`src/rle_pkg.sv`:
```
// Shared constants, types and helper functions of the RGB LED effect engine.
`default_nettype none

package rle_pkg;

    localparam int FLOW_DEPTH   = 8;
    localparam int TICK_MS      = 10;
    localparam int SINE_ENTRIES = 256;

    localparam int FLOW_IDX_W = $clog2(FLOW_DEPTH);
    localparam int FLOW_CW    = $clog2(FLOW_DEPTH + 1);
    localparam int SINE_W     = $clog2(SINE_ENTRIES);
    localparam int N_W        = $clog2(65535 / TICK_MS + 1);
    localparam int DIV_W      = (16 + SINE_W > 24) ? 16 + SINE_W : 24;
    localparam int DIV_CW     = $clog2(DIV_W + 1);
    localparam int DVS_W      = 16;
    localparam int CFG_AW     = 5;

    localparam logic [DVS_W-1:0] LEVEL_DIV = DVS_W'(255 * 255);
    localparam logic [DVS_W-1:0] BLEND_DIV = DVS_W'(255);
    localparam logic [DVS_W-1:0] DUTY_DIV  = DVS_W'(50);
    localparam logic [6:0]       DUTY_MAX  = 7'd100;

    // Effect modes
    localparam logic [2:0] MODE_NONE   = 3'd0;
    localparam logic [2:0] MODE_BREATH = 3'd1;
    localparam logic [2:0] MODE_FLOW   = 3'd2;
    localparam logic [2:0] MODE_GRAD   = 3'd3;
    localparam logic [2:0] MODE_BLINK  = 3'd4;

    // Request actions
    localparam logic [1:0] ACT_TICK    = 2'd0;
    localparam logic [1:0] ACT_RESTART = 2'd1;
    localparam logic [1:0] ACT_LOAD    = 2'd2;

    // Register indexes
    localparam logic [2:0] REG_MODE     = 3'd0;
    localparam logic [2:0] REG_PERIOD   = 3'd1;
    localparam logic [2:0] REG_COLOR_A  = 3'd2;
    localparam logic [2:0] REG_COLOR_B  = 3'd3;
    localparam logic [2:0] REG_BRIGHT   = 3'd4;
    localparam logic [2:0] REG_DUTY     = 3'd5;
    localparam logic [2:0] REG_FLOW_CNT = 3'd6;

    // Color channels (byte lanes of an aRGB word)
    localparam logic [1:0] CH_RED   = 2'd0;
    localparam logic [1:0] CH_GREEN = 2'd1;
    localparam logic [1:0] CH_BLUE  = 2'd2;
    localparam logic [1:0] CH_ALPHA = 2'd3;

    typedef struct packed {
        logic [2:0]  mode;
        logic [15:0] period;
        logic [31:0] color_a;
        logic [31:0] color_b;
        logic [7:0]  brightness;
        logic [6:0]  duty;
        logic [3:0]  flow_count;
    } cfg_t;

    typedef struct packed {
        logic busy;
        logic done;
    } div_stat_t;

    typedef logic [7:0] sine_tab_t [SINE_ENTRIES];

    function automatic longint unsigned q24_mul(longint unsigned a, longint unsigned b);
        return (a * b) >> 24;
    endfunction

    function automatic longint unsigned sub_sat(longint unsigned a, longint unsigned b);
        return (b > a) ? 64'd0 : a - b;
    endfunction

    // (1 + sin) / 2 in Q0.8, built at elaboration from a Q24 Taylor series
    function automatic sine_tab_t build_sine();
        sine_tab_t       tab;
        longint unsigned one;
        longint unsigned quad;
        longint unsigned rem;
        longint unsigned a;
        longint unsigned x;
        longint unsigned t;
        longint unsigned v;
        longint unsigned num;
        one = 64'd1 << 24;
        for (int i = 0; i < SINE_ENTRIES; i++) begin
            quad = (64'(4 * i)) >> SINE_W;
            rem  = 64'(4 * i) - (quad << SINE_W);
            a    = (rem * 64'd26353589) >> SINE_W;
            x    = q24_mul(a, a);
            if (quad[0] == 1'b0)
            begin
                t = sub_sat(one, x / 72);
                t = sub_sat(one, q24_mul(x, t) / 42);
                t = sub_sat(one, q24_mul(x, t) / 20);
                t = sub_sat(one, q24_mul(x, t) / 6);
                v = q24_mul(a, t);
            end
            else
            begin
                t = sub_sat(one, x / 90);
                t = sub_sat(one, q24_mul(x, t) / 56);
                t = sub_sat(one, q24_mul(x, t) / 30);
                t = sub_sat(one, q24_mul(x, t) / 12);
                t = sub_sat(one, q24_mul(x, t) / 2);
                v = t;
            end
            if (v > one)
                v = one;
            num    = (quad < 2) ? one + v : one - v;
            // Round half up over 2.0 in Q24
            tab[i] = 8'((num * 255 + one) >> 25);
        end
        return tab;
    endfunction

    localparam sine_tab_t SINE_TAB = build_sine();

    function automatic logic [7:0] col_byte(logic [31:0] col, logic [1:0] ch);
        logic [7:0] b;
        case (ch)
            CH_RED:   b = col[23:16];
            CH_GREEN: b = col[15:8];
            CH_BLUE:  b = col[7:0];
            default:  b = col[31:24];
        endcase
        return b;
    endfunction

    // Alpha zero with any color bit set counts as full alpha
    function automatic logic [7:0] alpha_eff(logic [31:0] col);
        return (col[31:24] == 8'd0 && col[23:0] != 24'd0) ? 8'hFF : col[31:24];
    endfunction

endpackage

`default_nettype wire

```
`src/rgb_led_effect_engine.sv`:
```
// Top level of the RGB LED effect engine: request sequencer and output stage.
`default_nettype none

// Each request carries an action and a millisecond time stamp. A tick advances
// the effect chosen by the mode register (off, breathing, flow, gradient, blink) once
// its interval has passed and updates the three 16-bit compare levels; a
// restart rewinds the effect; a load writes one flow-table color. One result
// comes back per request with the held levels and a written flag. All the
// divides run through one shared bit-serial divider that retires one
// quotient bit per cycle. The next request is accepted as soon as the
// sequencer is back in idle, even while a result waits to be taken. The flow
// table comes out of reset undefined; read only written entries.
// Configuration registers sit on the APB port at 4 * index.
module rgb_led_effect_engine (
    input  wire                          clk,
    input  wire                          rst_n,
    input  wire                          in_valid,
    output logic                         in_ready,
    input  wire [1:0]                    action,
    input  wire [31:0]                   now_ms,
    input  wire [2:0]                    flow_index,
    input  wire [31:0]                   flow_color,
    output logic                         out_valid,
    input  wire                          out_ready,
    output logic [15:0]                  red_level,
    output logic [15:0]                  green_level,
    output logic [15:0]                  blue_level,
    output logic                         pwm_written,
    input  wire                          psel,
    input  wire                          penable,
    input  wire                          pwrite,
    input  wire [rle_pkg::CFG_AW-1:0]    paddr,
    input  wire [31:0]                   pwdata,
    output logic [31:0]                  prdata,
    output logic                         pready
);

    // Sequencer states
    localparam logic [3:0] S_IDLE = 4'd0;
    localparam logic [3:0] S_NDIV = 4'd1;  // step count = period / tick
    localparam logic [3:0] S_SDIV = 4'd2;  // step-based divide per mode
    localparam logic [3:0] S_ODIV = 4'd3;  // blink on-time
    localparam logic [3:0] S_BL   = 4'd4;  // launch one blend channel
    localparam logic [3:0] S_BDIV = 4'd5;  // blend channel divide
    localparam logic [3:0] S_MUL1 = 4'd6;  // color * scale
    localparam logic [3:0] S_MUL2 = 4'd7;  // * brightness, launch level divide
    localparam logic [3:0] S_LDIV = 4'd8;  // level divide
    localparam logic [3:0] S_OUT  = 4'd9;  // hand result to output register

    rle_pkg::cfg_t      cfg;
    rle_pkg::div_stat_t div_stat;
    logic [rle_pkg::DIV_W-1:0] div_quo;
    logic [rle_pkg::DVS_W-1:0] div_rem;

    logic [3:0]                    state_reg;
    logic                          go_reg;
    logic [rle_pkg::DIV_W-1:0]     div_a_reg;
    logic [rle_pkg::DVS_W-1:0]     div_b_reg;
    logic [31:0]                   last_reg;
    logic [15:0]                   step_reg;
    logic [7:0]                    lvl_reg [3];
    logic [rle_pkg::N_W-1:0]       n_reg;
    logic [31:0]                   col_reg;
    logic [7:0]                    sc_reg;
    logic [7:0]                    ratio_reg;
    logic [rle_pkg::N_W-1:0]       remk_reg;
    logic [31:0]                   mix_reg;
    logic [1:0]                    chan_reg;
    logic [15:0]                   prod_reg;
    logic                          written_reg;
    logic                          out_valid_reg;
    logic [15:0]                   red_reg;
    logic [15:0]                   green_reg;
    logic [15:0]                   blue_reg;
    logic                          wr_out_reg;
    logic [31:0]                   flow_tab_reg [rle_pkg::FLOW_DEPTH];

    // Combinational helpers
    logic                          accept;
    logic [31:0]                   elapsed;
    logic                          tick_go;
    logic [rle_pkg::N_W-1:0]       n_val;
    logic [15:0]                   step_inc;
    logic [15:0]                   step_wrap;
    logic [rle_pkg::FLOW_CW-1:0]   cnt;
    logic [rle_pkg::FLOW_IDX_W-1:0] flow_st;
    logic [rle_pkg::FLOW_CW-1:0]   flow_st_inc;
    logic [31:0]                   flow_col;
    logic [7:0]                    ratio_val;
    logic [7:0]                    c1;
    logic [7:0]                    c2;
    logic                          bneg;
    logic [7:0]                    bmag;
    logic [7:0]                    bbyte;
    logic [31:0]                   mix_next;

    rle_cfg u_cfg (
        .clk     (clk),
        .rst_n   (rst_n),
        .psel    (psel),
        .penable (penable),
        .pwrite  (pwrite),
        .paddr   (paddr),
        .pwdata  (pwdata),
        .prdata  (prdata),
        .pready  (pready),
        .cfg     (cfg)
    );

    rle_div u_div (
        .clk      (clk),
        .rst_n    (rst_n),
        .start    (go_reg),
        .dividend (div_a_reg),
        .divisor  (div_b_reg),
        .stat     (div_stat),
        .quo      (div_quo),
        .rem      (div_rem)
    );

    assign accept   = in_valid && in_ready;
    assign in_ready = (state_reg == S_IDLE);
    assign elapsed  = now_ms - last_reg;

    always_comb
    begin
        // Tick is due only for a real mode whose interval has elapsed
        if (cfg.mode inside {[rle_pkg::MODE_BREATH:rle_pkg::MODE_BLINK]})
        begin
            if (cfg.mode == rle_pkg::MODE_FLOW)
                tick_go = elapsed >= {16'd0, cfg.period};
            else
                tick_go = elapsed >= 32'(rle_pkg::TICK_MS);
        end
        else
            tick_go = 1'b0;

        n_val     = (div_quo == '0) ? rle_pkg::N_W'(1) : div_quo[rle_pkg::N_W-1:0];
        step_inc  = step_reg + 16'd1;
        step_wrap = (step_inc >= 16'(n_val)) ? 16'd0 : step_inc;

        if (cfg.flow_count == 4'd0)
            cnt = rle_pkg::FLOW_CW'(1);
        else if (32'(cfg.flow_count) > rle_pkg::FLOW_DEPTH)
            cnt = rle_pkg::FLOW_CW'(rle_pkg::FLOW_DEPTH);
        else
            cnt = rle_pkg::FLOW_CW'(cfg.flow_count);

        flow_st     = (step_reg >= 16'(cnt)) ? '0 : step_reg[rle_pkg::FLOW_IDX_W-1:0];
        flow_st_inc = rle_pkg::FLOW_CW'(flow_st) + rle_pkg::FLOW_CW'(1);
        flow_col    = flow_tab_reg[flow_st];

        ratio_val = (div_quo > rle_pkg::DIV_W'(255)) ? 8'hFF : div_quo[7:0];

        // Blend channel: c1 + trunc((c2 - c1) * ratio / 255)
        c1    = rle_pkg::col_byte(cfg.color_a, chan_reg);
        c2    = rle_pkg::col_byte(cfg.color_b, chan_reg);
        bneg  = c2 < c1;
        bmag  = bneg ? c1 - c2 : c2 - c1;
        bbyte = bneg ? c1 - div_quo[7:0] : c1 + div_quo[7:0];

        mix_next = mix_reg;
        case (chan_reg)
            rle_pkg::CH_RED:   mix_next[23:16] = bbyte;
            rle_pkg::CH_GREEN: mix_next[15:8]  = bbyte;
            rle_pkg::CH_BLUE:  mix_next[7:0]   = bbyte;
            default:           mix_next[31:24] = bbyte;
        endcase
    end

    // Flow table: written by load requests, no reset
    always_ff @(posedge clk)
    begin
        if (accept && action == rle_pkg::ACT_LOAD && 32'(flow_index) < rle_pkg::FLOW_DEPTH)
            flow_tab_reg[rle_pkg::FLOW_IDX_W'(flow_index)] <= flow_color;
    end

    always_ff @(posedge clk or negedge rst_n)
    begin
        if (!rst_n)
        begin
            state_reg     <= S_IDLE;
            go_reg        <= 1'b0;
            div_a_reg     <= '0;
            div_b_reg     <= '0;
            last_reg      <= '0;
            step_reg      <= '0;
            lvl_reg[0]    <= '0;
            lvl_reg[1]    <= '0;
            lvl_reg[2]    <= '0;
            n_reg         <= '0;
            col_reg       <= '0;
            sc_reg        <= '0;
            ratio_reg     <= '0;
            remk_reg      <= '0;
            mix_reg       <= '0;
            chan_reg      <= '0;
            prod_reg      <= '0;
            written_reg   <= 1'b0;
            out_valid_reg <= 1'b0;
            red_reg       <= '0;
            green_reg     <= '0;
            blue_reg      <= '0;
            wr_out_reg    <= 1'b0;
        end
        else
        begin
            go_reg <= 1'b0;
            // Drop a taken result unless the output stage reloads it this cycle
            if (out_ready && state_reg != S_OUT)
                out_valid_reg <= 1'b0;

            case (state_reg)
                S_IDLE:
                begin
                    if (accept)
                    begin
                        written_reg <= 1'b0;
                        state_reg   <= S_OUT;
                        if (action == rle_pkg::ACT_TICK && tick_go)
                        begin
                            // Mark the update and find the step count first
                            last_reg  <= now_ms;
                            div_a_reg <= rle_pkg::DIV_W'(cfg.period);
                            div_b_reg <= rle_pkg::DVS_W'(rle_pkg::TICK_MS);
                            go_reg    <= 1'b1;
                            state_reg <= S_NDIV;
                        end
                        else if (action == rle_pkg::ACT_RESTART)
                        begin
                            last_reg <= now_ms;
                            step_reg <= '0;
                        end
                    end
                end

                S_NDIV:
                begin
                    if (div_stat.done)
                    begin
                        n_reg <= n_val;
                        case (cfg.mode)
                            rle_pkg::MODE_BREATH:
                            begin
                                div_a_reg <= rle_pkg::DIV_W'({step_reg, {rle_pkg::SINE_W{1'b0}}});
                                div_b_reg <= rle_pkg::DVS_W'(n_val);
                                go_reg    <= 1'b1;
                                step_reg  <= step_wrap;
                                state_reg <= S_SDIV;
                            end
                            rle_pkg::MODE_FLOW:
                            begin
                                col_reg   <= flow_col;
                                sc_reg    <= rle_pkg::alpha_eff(flow_col);
                                chan_reg  <= rle_pkg::CH_RED;
                                step_reg  <= (flow_st_inc >= cnt) ? 16'd0 : 16'(flow_st_inc);
                                state_reg <= S_MUL1;
                            end
                            rle_pkg::MODE_GRAD:
                            begin
                                // step * 255 as a shift and subtract
                                div_a_reg <= rle_pkg::DIV_W'({step_reg, 8'h00})
                                             - rle_pkg::DIV_W'(step_reg);
                                div_b_reg <= rle_pkg::DVS_W'(n_val);
                                go_reg    <= 1'b1;
                                step_reg  <= step_wrap;
                                state_reg <= S_SDIV;
                            end
                            default:
                            begin
                                // Blink: step mod n, step wraps only at 16 bits
                                div_a_reg <= rle_pkg::DIV_W'(step_reg);
                                div_b_reg <= rle_pkg::DVS_W'(n_val);
                                go_reg    <= 1'b1;
                                step_reg  <= step_inc;
                                state_reg <= S_SDIV;
                            end
                        endcase
                    end
                end

                S_SDIV:
                begin
                    if (div_stat.done)
                    begin
                        case (cfg.mode)
                            rle_pkg::MODE_BREATH:
                            begin
                                sc_reg    <= rle_pkg::SINE_TAB[div_quo[rle_pkg::SINE_W-1:0]];
                                col_reg   <= cfg.color_a;
                                chan_reg  <= rle_pkg::CH_RED;
                                state_reg <= S_MUL1;
                            end
                            rle_pkg::MODE_GRAD:
                            begin
                                ratio_reg <= ratio_val;
                                chan_reg  <= rle_pkg::CH_RED;
                                state_reg <= S_BL;
                            end
                            default:
                            begin
                                remk_reg  <= div_rem[rle_pkg::N_W-1:0];
                                div_a_reg <= rle_pkg::DIV_W'(n_reg >> 1)
                                             * rle_pkg::DIV_W'(cfg.duty);
                                div_b_reg <= rle_pkg::DUTY_DIV;
                                go_reg    <= 1'b1;
                                state_reg <= S_ODIV;
                            end
                        endcase
                    end
                end

                S_ODIV:
                begin
                    if (div_stat.done)
                    begin
                        if (rle_pkg::DIV_W'(remk_reg) < div_quo)
                        begin
                            col_reg   <= cfg.color_a;
                            sc_reg    <= rle_pkg::alpha_eff(cfg.color_a);
                            chan_reg  <= rle_pkg::CH_RED;
                            state_reg <= S_MUL1;
                        end
                        else
                        begin
                            // Off phase: drop all levels
                            lvl_reg[0]  <= '0;
                            lvl_reg[1]  <= '0;
                            lvl_reg[2]  <= '0;
                            written_reg <= 1'b1;
                            state_reg   <= S_OUT;
                        end
                    end
                end

                S_BL:
                begin
                    div_a_reg <= rle_pkg::DIV_W'(bmag) * rle_pkg::DIV_W'(ratio_reg);
                    div_b_reg <= rle_pkg::BLEND_DIV;
                    go_reg    <= 1'b1;
                    state_reg <= S_BDIV;
                end

                S_BDIV:
                begin
                    if (div_stat.done)
                    begin
                        mix_reg <= mix_next;
                        if (chan_reg == rle_pkg::CH_ALPHA)
                        begin
                            col_reg   <= mix_next;
                            sc_reg    <= rle_pkg::alpha_eff(mix_next);
                            chan_reg  <= rle_pkg::CH_RED;
                            state_reg <= S_MUL1;
                        end
                        else
                        begin
                            chan_reg  <= chan_reg + 2'd1;
                            state_reg <= S_BL;
                        end
                    end
                end

                S_MUL1:
                begin
                    prod_reg  <= 16'(rle_pkg::col_byte(col_reg, chan_reg)) * 16'(sc_reg);
                    state_reg <= S_MUL2;
                end

                S_MUL2:
                begin
                    div_a_reg <= rle_pkg::DIV_W'(prod_reg) * rle_pkg::DIV_W'(cfg.brightness);
                    div_b_reg <= rle_pkg::LEVEL_DIV;
                    go_reg    <= 1'b1;
                    state_reg <= S_LDIV;
                end

                S_LDIV:
                begin
                    if (div_stat.done)
                    begin
                        lvl_reg[chan_reg] <= div_quo[7:0];
                        if (chan_reg == rle_pkg::CH_BLUE)
                        begin
                            written_reg <= 1'b1;
                            state_reg   <= S_OUT;
                        end
                        else
                        begin
                            chan_reg  <= chan_reg + 2'd1;
                            state_reg <= S_MUL1;
                        end
                    end
                end

                S_OUT:
                begin
                    // Hold here until the output register is free
                    if (!out_valid_reg || out_ready)
                    begin
                        red_reg       <= {lvl_reg[0], lvl_reg[0]};
                        green_reg     <= {lvl_reg[1], lvl_reg[1]};
                        blue_reg      <= {lvl_reg[2], lvl_reg[2]};
                        wr_out_reg    <= written_reg;
                        out_valid_reg <= 1'b1;
                        state_reg     <= S_IDLE;
                    end
                end

                default:
                begin
                    state_reg <= S_IDLE;
                end
            endcase
        end
    end

    assign out_valid   = out_valid_reg;
    assign red_level   = red_reg;
    assign green_level = green_reg;
    assign blue_level  = blue_reg;
    assign pwm_written = wr_out_reg;

`ifndef SYNTHESIS
    a_div_done_waited: assert property (@(posedge clk) disable iff (!rst_n)
        div_stat.done |-> (state_reg == S_NDIV || state_reg == S_SDIV ||
                           state_reg == S_ODIV || state_reg == S_BDIV ||
                           state_reg == S_LDIV))
        else $error("divider finished while sequencer was not waiting");

    a_no_launch_busy: assert property (@(posedge clk) disable iff (!rst_n)
        go_reg |-> !div_stat.busy)
        else $error("divide launched while divider busy");

    a_level_form: assert property (@(posedge clk) disable iff (!rst_n)
        out_valid |-> (red_level[15:8] == red_level[7:0]
                       && green_level[15:8] == green_level[7:0]
                       && blue_level[15:8] == blue_level[7:0]))
        else $error("compare level is not an 8-bit level times 257");

    a_out_handoff: assert property (@(posedge clk) disable iff (!rst_n)
        (state_reg == S_OUT && (!out_valid_reg || out_ready))
        |=> (out_valid_reg && state_reg == S_IDLE))
        else $error("result not handed to output register");
`endif

endmodule

`default_nettype wire

```
`src/rle_div.sv`:
```
// Restoring divider, one quotient bit per cycle.
`default_nettype none

module rle_div (
    input  wire                         clk,
    input  wire                         rst_n,
    input  wire                         start,
    input  wire [rle_pkg::DIV_W-1:0]    dividend,
    input  wire [rle_pkg::DVS_W-1:0]    divisor,
    output rle_pkg::div_stat_t          stat,
    output logic [rle_pkg::DIV_W-1:0]   quo,
    output logic [rle_pkg::DVS_W-1:0]   rem
);

    logic [rle_pkg::DIV_W-1:0]  dq_reg;
    logic [rle_pkg::DVS_W-1:0]  rem_reg;
    logic [rle_pkg::DVS_W-1:0]  dvs_reg;
    logic [rle_pkg::DIV_CW-1:0] cnt_reg;
    logic                       busy_reg;
    logic                       done_reg;
    logic [rle_pkg::DVS_W:0]    partial;
    logic                       ge;
    logic [rle_pkg::DVS_W:0]    diff;

    assign partial = {rem_reg, dq_reg[rle_pkg::DIV_W-1]};
    assign ge      = partial >= {1'b0, dvs_reg};
    assign diff    = partial - {1'b0, dvs_reg};

    always_ff @(posedge clk or negedge rst_n)
    begin
        if (!rst_n)
        begin
            cnt_reg  <= '0;
            busy_reg <= 1'b0;
            done_reg <= 1'b0;
        end
        else
        begin
            done_reg <= 1'b0;
            if (start)
            begin
                cnt_reg  <= rle_pkg::DIV_CW'(rle_pkg::DIV_W);
                busy_reg <= 1'b1;
            end
            else if (busy_reg)
            begin
                cnt_reg <= cnt_reg - 1'b1;
                if (cnt_reg == rle_pkg::DIV_CW'(1))
                begin
                    busy_reg <= 1'b0;
                    done_reg <= 1'b1;
                end
            end
        end
    end

    // Shift in one dividend bit, subtract when it fits
    always_ff @(posedge clk)
    begin
        if (start)
        begin
            dq_reg  <= dividend;
            rem_reg <= '0;
            dvs_reg <= divisor;
        end
        else if (busy_reg)
        begin
            dq_reg  <= {dq_reg[rle_pkg::DIV_W-2:0], ge};
            rem_reg <= ge ? diff[rle_pkg::DVS_W-1:0] : partial[rle_pkg::DVS_W-1:0];
        end
    end

    assign stat.busy = busy_reg;
    assign stat.done = done_reg;
    assign quo       = dq_reg;
    assign rem       = rem_reg;

endmodule

`default_nettype wire

```
`src/rle_cfg.sv`:
```
// APB register bank holding the effect configuration.
`default_nettype none

module rle_cfg (
    input  wire                          clk,
    input  wire                          rst_n,
    input  wire                          psel,
    input  wire                          penable,
    input  wire                          pwrite,
    input  wire [rle_pkg::CFG_AW-1:0]    paddr,
    input  wire [31:0]                   pwdata,
    output logic [31:0]                  prdata,
    output logic                         pready,
    output rle_pkg::cfg_t                cfg
);

    rle_pkg::cfg_t cfg_reg;
    logic          wr_en;
    logic [2:0]    idx;

    assign wr_en  = psel && penable && pwrite;
    assign idx    = paddr[4:2];
    assign pready = 1'b1;
    assign cfg    = cfg_reg;

    always_ff @(posedge clk or negedge rst_n)
    begin
        if (!rst_n)
        begin
            cfg_reg.mode       <= rle_pkg::MODE_NONE;
            cfg_reg.period     <= 16'd1000;
            cfg_reg.color_a    <= '0;
            cfg_reg.color_b    <= '0;
            cfg_reg.brightness <= 8'hFF;
            cfg_reg.duty       <= 7'd50;
            cfg_reg.flow_count <= 4'd1;
        end
        else if (wr_en)
        begin
            case (idx)
                rle_pkg::REG_MODE:     cfg_reg.mode       <= pwdata[2:0];
                rle_pkg::REG_PERIOD:   cfg_reg.period     <= pwdata[15:0];
                rle_pkg::REG_COLOR_A:  cfg_reg.color_a    <= pwdata;
                rle_pkg::REG_COLOR_B:  cfg_reg.color_b    <= pwdata;
                rle_pkg::REG_BRIGHT:   cfg_reg.brightness <= pwdata[7:0];
                rle_pkg::REG_DUTY:     cfg_reg.duty       <= (pwdata[6:0] > rle_pkg::DUTY_MAX)
                                                             ? rle_pkg::DUTY_MAX : pwdata[6:0];
                rle_pkg::REG_FLOW_CNT: cfg_reg.flow_count <= pwdata[3:0];
                default: ;
            endcase
        end
    end

    always_comb
    begin
        case (idx)
            rle_pkg::REG_MODE:     prdata = {29'd0, cfg_reg.mode};
            rle_pkg::REG_PERIOD:   prdata = {16'd0, cfg_reg.period};
            rle_pkg::REG_COLOR_A:  prdata = cfg_reg.color_a;
            rle_pkg::REG_COLOR_B:  prdata = cfg_reg.color_b;
            rle_pkg::REG_BRIGHT:   prdata = {24'd0, cfg_reg.brightness};
            rle_pkg::REG_DUTY:     prdata = {25'd0, cfg_reg.duty};
            rle_pkg::REG_FLOW_CNT: prdata = {28'd0, cfg_reg.flow_count};
            default:               prdata = '0;
        endcase
    end

endmodule

`default_nettype wire

```
`config.mk`:
```
export PLATFORM = sky130hd
export DESIGN_NAME = rgb_led_effect_engine
export DESIGN_NICKNAME = d
export VERILOG_FILES = /design/src/rle_pkg.sv /design/src/rgb_led_effect_engine.sv /design/src/rle_div.sv /design/src/rle_cfg.sv
export SDC_FILE = /design/constraint.sdc
export NUM_CORES = 2
export LEC_CHECK = 0
export ABC_AREA = 1
export BUFFER_PORTS_ARGS = -buffer_cell sky130_fd_sc_hd__clkbuf_2
export CAP_MARGIN = 20
export CELL_PAD_IN_SITES_DETAIL_PLACEMENT = 2
export CELL_PAD_IN_SITES_GLOBAL_PLACEMENT = 2
export CORE_MARGIN = 1
export CORE_UTILIZATION = 42
export DETAILED_ROUTE_END_ITERATION = 16
export PLACE_DENSITY = 0.94
export SLEW_MARGIN = 20
export SYNTH_ARGS = -nofsm -noshare
export SYNTH_HDL_FRONTEND = slang
export SYNTH_SLANG_ARGS = --single-unit
```
`constraint.sdc`:
```
create_clock -name clk -period 12.7 [get_ports clk]
set_clock_uncertainty 0.05 [all_clocks]
set_input_delay 2.54 -clock clk [delete_from_list [all_inputs] [get_ports clk]]
set_output_delay 2.54 -clock clk [all_outputs]
set_load 0.005 [all_outputs]
```
==> impl_metrics.tcl, run 1 <==
set metrics [dict create \
    outcome "aborted with a tool error" \
    failed_stage "global routing" \
    error_message "[ERROR GRT-0232] Routing congestion too high. Check the congestion heatmap in the GUI." \
    grt_antenna_before_repair 76 \
    postCtsResizedCells 0 \
    synth_fp_nets 6477 \
    cts-htree-levels 3 \
    floorplan.initialDensity_pct 42.4 \
    rows 124 \
    ioPinCount 197 \
    synth_cell_type_count 80 \
    place_inst 7345 \
    cts_hold_repair_buffers 0 \
    fp.dieW_um 341 \
    die_h_um 341 \
    hpwlAfterDp_mm 172 \
    ctsLongestPathBuffers 3 \
    cts_made_buffers 80 \
    globalplace.congestion 0.961 \
    io_buffer_count 193 \
    grt.overflow.total 13 \
    cts_num_sinks 684 \
    ys_dominant_reg_cell "sky130_fd_sc_hd__dfrtp_1" \
    postSynthRegisterBits 684 \
    synth.cell_area_um2 48400 \
    clockRootBuffer "sky130_fd_sc_hd__clkbuf_16" \
    syn_inst 5852 \
    cts_setup_buffers 0 \
    maximum_number_of_pins_on_one_net_before_global_route_repair 100 \
    synth_edf_count 294 \
    globalRouteTotalUtil_pct 70.1 \
    mapped_avg_cell_area_um2 8.26 \
    yosysSeqAreaShare_pct 38.3 \
    synthesis.yosys.warnings 0 \
    synth-async-reset-ratio_pct 54.7 \
]
## kinds of logic after synthesis
group           share of synthesized area [%]
simple gates                             19.2
buf+inv                                  9.89
compound gates                           14.6
flops                                    38.3
fa+ha+maj                                16.5
xor+xnor                                 1.48
mux                                    0.0440
other cells                           0.00775
## synth_stat cells (all sizes together) (17+ instances only)
library cell / count / area, um^2
fa: 210 / 4200
nor2: 416 / 1630
nor4: 17 / 106
edfxtp: 294 / 8830
o221ai: 66 / 578
clkbuf: 174 / 661
nand3: 293 / 1510
or2: 92 / 576
a31oi: 17 / 106
buf: 109 / 669
o22ai: 94 / 588
ha: 302 / 3780
o21ai: 502 / 2530
inv: 910 / 3420
nor3: 63 / 340
dfrtp: 356 / 8910
xor2: 64 / 561
xnor2: 18 / 158
nand2: 1277 / 4860
nand4: 27 / 175
a221oi: 20 / 175
a21oi: 254 / 1310
o211ai: 90 / 686
dfstp: 18 / 473
## stage by stage
stage	area [um^2]	setup slack, ns	util, %
after floorplan	48400	4.86	-
after global placement	50500	3.46	44.2
after CTS	53300	2.26	46.7
after detailed placement	50500	2.59	44.2
## metal layers
metal  global-route usage [%]  GRT overflow
met1                     68.2             1
met5                     34.8             1
met3                     59.3             2
met4                     69.3             9
met2                     84.5             0
==> run 2: changes to the inputs <==
Settings changed: CELL_PAD_IN_SITES_DETAIL_PLACEMENT 2 to unset, CELL_PAD_IN_SITES_GLOBAL_PLACEMENT 2 to unset, CORE_UTILIZATION 42 to 35, PLACE_DENSITY 0.94 to unset, PLACE_DENSITY_LB_ADDON set to 0.15.
==> run 2 against run 1 <==
The run now ends clean; synthesized cell count unchanged; area after synthesis unchanged.
==> impl_metrics.tcl, run 2 <==
set metrics [dict create \
    outcome "finished clean" \
    syn_to_final_growth_pct 10.9 \
    synth_edf_count 294 \
    route.detailed.wl_per_inst_um 21.6 \
    clockRootBuffer "sky130_fd_sc_hd__clkbuf_16" \
    grt_antenna_before_repair 14 \
    die_h_um 374 \
    worst_path_max_delay_cell "sky130_fd_sc_hd__xor2_1" \
    cts-htree-levels 3 \
    maxSlewHeadroom_pct 15.3 \
    hold_path_startpoint "div_b_reg[1]" \
    cell_type_with_the_largest_total_area_after_synthesis "sky130_fd_sc_hd__dfrtp_1" \
    power.share.switching_pct 49.8 \
    postSynthRegisterBits 684 \
    ys_dominant_reg_cell "sky130_fd_sc_hd__dfrtp_1" \
    clock_insertion_delay_worst_skew_ns 0.71 \
    timing.critical_path.from_type "register" \
    synth_cell_type_count 80 \
    worstHoldEndpoint "u_div.dvs_reg[1]" \
    p_leak_nw 25.6 \
    hold_violations 0 \
    detailedRoute.firstIterationViolations 3521 \
    synth-async-reset-ratio_pct 54.7 \
    globalRouteMet3Util_pct 3.51 \
    io_buffer_count 193 \
    period_share_pct 73.4 \
    worst_slew_pin_slew_ns 1.26 \
    synth_area_leaders "sky130_fd_sc_hd__dfrtp_1 (18%), sky130_fd_sc_hd__edfxtp_1 (18%), sky130_fd_sc_hd__nand2_1 (9.8%)" \
    postCtsResizedCells 0 \
    fp.coreArea_um2 137000 \
    largest_reg_flops 256 \
    finish.net_count 6539 \
    synth_commonest_cells "sky130_fd_sc_hd__nand2_1 (1261), sky130_fd_sc_hd__inv_1 (893), sky130_fd_sc_hd__o21ai_0 (474), sky130_fd_sc_hd__nor2_1 (401), sky130_fd_sc_hd__dfrtp_1 (356)" \
    arrival_ns 9.82 \
    totalWireLength_mm 168 \
    first_pass_iters 7 \
    via_count_of_the_first_global_routing_pass 39700 \
    mapped_avg_cell_area_um2 8.26 \
    layout.cells.most_common "sky130_fd_sc_hd__nand2_1" \
    rows 136 \
    layout_common_cells "sky130_fd_sc_hd__nand2_1 (1258), sky130_fd_sc_hd__inv_1 (893), sky130_fd_sc_hd__o21ai_0 (473)" \
    worst_path_largest_cell_delay_ns 0.75 \
    share_of_cells_above_drive_strength_1_pct 9.81 \
    diodes 0 \
    grt.busiest_layer "met2" \
    fp.dieW_um 374 \
    clkPwrFrac_pct 17.5 \
    setup_tns_ns 0 \
    type_of_the_worst_setup_path "reg2reg" \
    min_period_ns 9.32 \
    endpoint_kind "register" \
    rr_startpoint "chan_reg[1]" \
    cts_made_buffers 82 \
    power.share.combinational_pct 59.3 \
    worst-r2r-setup-slack_ns 3.38 \
    maximum_number_of_pins_on_one_net_before_global_route_repair 150 \
    synth.cell_area_um2 48400 \
    hp-class "reg2reg" \
    cts_setup_buffers 0 \
    critical-path-top-cell-by-count "sky130_fd_sc_hd__inv_1" \
    globalRouteTotalUtil_pct 23.8 \
    postRouteAntennaNets 0 \
    worst_setup_hold_path_clk_slew_ns 0.06 \
    hpwlAfterDp_mm 124 \
    netSwitchingPower_w 0.00688 \
    maxCapViolations 0 \
    met2_usage_pct 37.3 \
    hold-path-cell-count 0 \
    synth_fp_nets 6477 \
    yosysSeqAreaShare_pct 38.3 \
    drc 0 \
    fraction_of_met1_tracks_used_by_global_routing_pct 33.6 \
    yosys.area.top_type_share_pct 18.4 \
    power_report.internal_total_w 0.00693 \
    crit_path_max_fanout 32 \
    worst_r2r_path_depth 37 \
    slew_violations 0 \
    tritoncts "built" \
    max-vdd-ir-drop_mv 0.477 \
    synth_most_common_cell "sky130_fd_sc_hd__nand2_1" \
    cts_num_sinks 684 \
    final-setup-viol-count 0 \
    cts_hold_repair_buffers 0 \
    grt_setup_unrepaired "no" \
    per_cell_via_count_in_the_routed_design 5.24 \
    power_w 0.0138 \
    floorplan.initialDensity_pct 35.2 \
    grt.overflow.total 0 \
    die_area_um2 140000 \
    syn_inst 5852 \
    seqPwrFrac_pct 23.2 \
    fmaxAchievable_ghz 0.107 \
    synthesis.yosys.warnings 0 \
    timing.critical_path.required_ns 13.20 \
    ioPinCount 197 \
    globalplace.congestion 0.956 \
    detailroute.via_count 40800 \
    critical_path.reg2reg.endpoint "div_a_reg[14]" \
    grt_first_pass_wirelength_mm 253 \
    ctsLongestPathBuffers 3 \
    p_per_area_nw_per_um2 257 \
]
[run 2: critical path, delay by kind of cell, from the launching register on]
| family | cells | cell delay [ns] |
|---|---|---|
| buf+inv | 8 | 1.50 |
| flops | 1 | 0.41 |
| xor+xnor | 1 | 0.75 |
| fa+ha+maj | 7 | 2.85 |
| simple gates | 8 | 1.08 |
| compound gates | 13 | 2.51 |
[run 2: layout make-up]
type                            count  area, um^2
Clock buffer                      116        2310
Tap cell                         1794        2240
Sequential cell                   684       18500
Timing Repair Buffer              261        1520
Clock inverter                     36         463
Fill cell                       14100       83700
Inverter                          920        3460
Multi-Input combinational cell   3965       25100
[run 2: layer usage]
metal / wire length, um / share of wire, %
met5: 123 / 0.073
met4: 5490 / 3.3
met3: 10100 / 6.0
met2: 75000 / 45
met1: 77300 / 46
[run 2: power by group through the flow]
stage | Sequential, W | Clock, W | Combinational [W]
after floorplan | 0.00293 | 0 | 0.00603
after global placement | 0.00323 | 0 | 0.00813
after detailed placement | 0.00323 | 0 | 0.00816
after CTS | 0.00319 | 0.00248 | 0.00823
after global routing | 0.00324 | 0.00256 | 0.00929
final | 0.00320 | 0.00242 | 0.00819
[run 2: through the flow]
| step | instance area, um^2 | hold WS, ns | cells | util (%) | worst slack, ns |
|---|---|---|---|---|---|
| detailed placement | 50800 | 0.383 | 7622 | 37.0 | 3.56 |
| CTS | 53600 | 0.397 | 7774 | 39.0 | 3.48 |
| global route | 53700 | 0.398 | 7776 | 39.1 | 2.58 |
| floorplan | 48400 | 0.375 | 5852 | - | 4.86 |
| global placement | 50800 | 0.382 | 7622 | 37.0 | 3.54 |
| finish | 53700 | 0.397 | 7776 | 39.1 | 3.38 |
[run 2: worst max path at each step]
stage	slack (ns)	cells past startpoint	from	end
finish	3.38	37	chan_reg[1]	div_a_reg[14]
floorplan	4.86	41	chan_reg[0]	div_a_reg[14]
CTS	3.48	36	chan_reg[1]	div_a_reg[14]
global route	2.58	37	chan_reg[1]	div_a_reg[14]
global placement	3.54	37	chan_reg[1]	div_a_reg[15]
detailed placement	3.56	36	chan_reg[1]	div_a_reg[14]
[run 2: logic make-up (layout without fill, tap and decap cells)]
| kind of cell | after synthesis | in the layout | synth area share, % |
|---|---|---|---|
| and+or+nand+nor | 2195 | 2195 | 19.2 |
| buffers and inverters | 1203 | 1333 | 9.89 |
| AOI/OAI and AO/OA | 1173 | 1173 | 14.6 |
| DFF | 684 | 684 | 38.3 |
| adders and majority gates | 512 | 512 | 16.5 |
| xor gates and xnor gates | 82 | 82 | 1.48 |
| muxes | 2 | 2 | 0.0440 |
| other | 1 | 1 | 0.00775 |
Note: power is estimated with default switching activity, not from simulation.
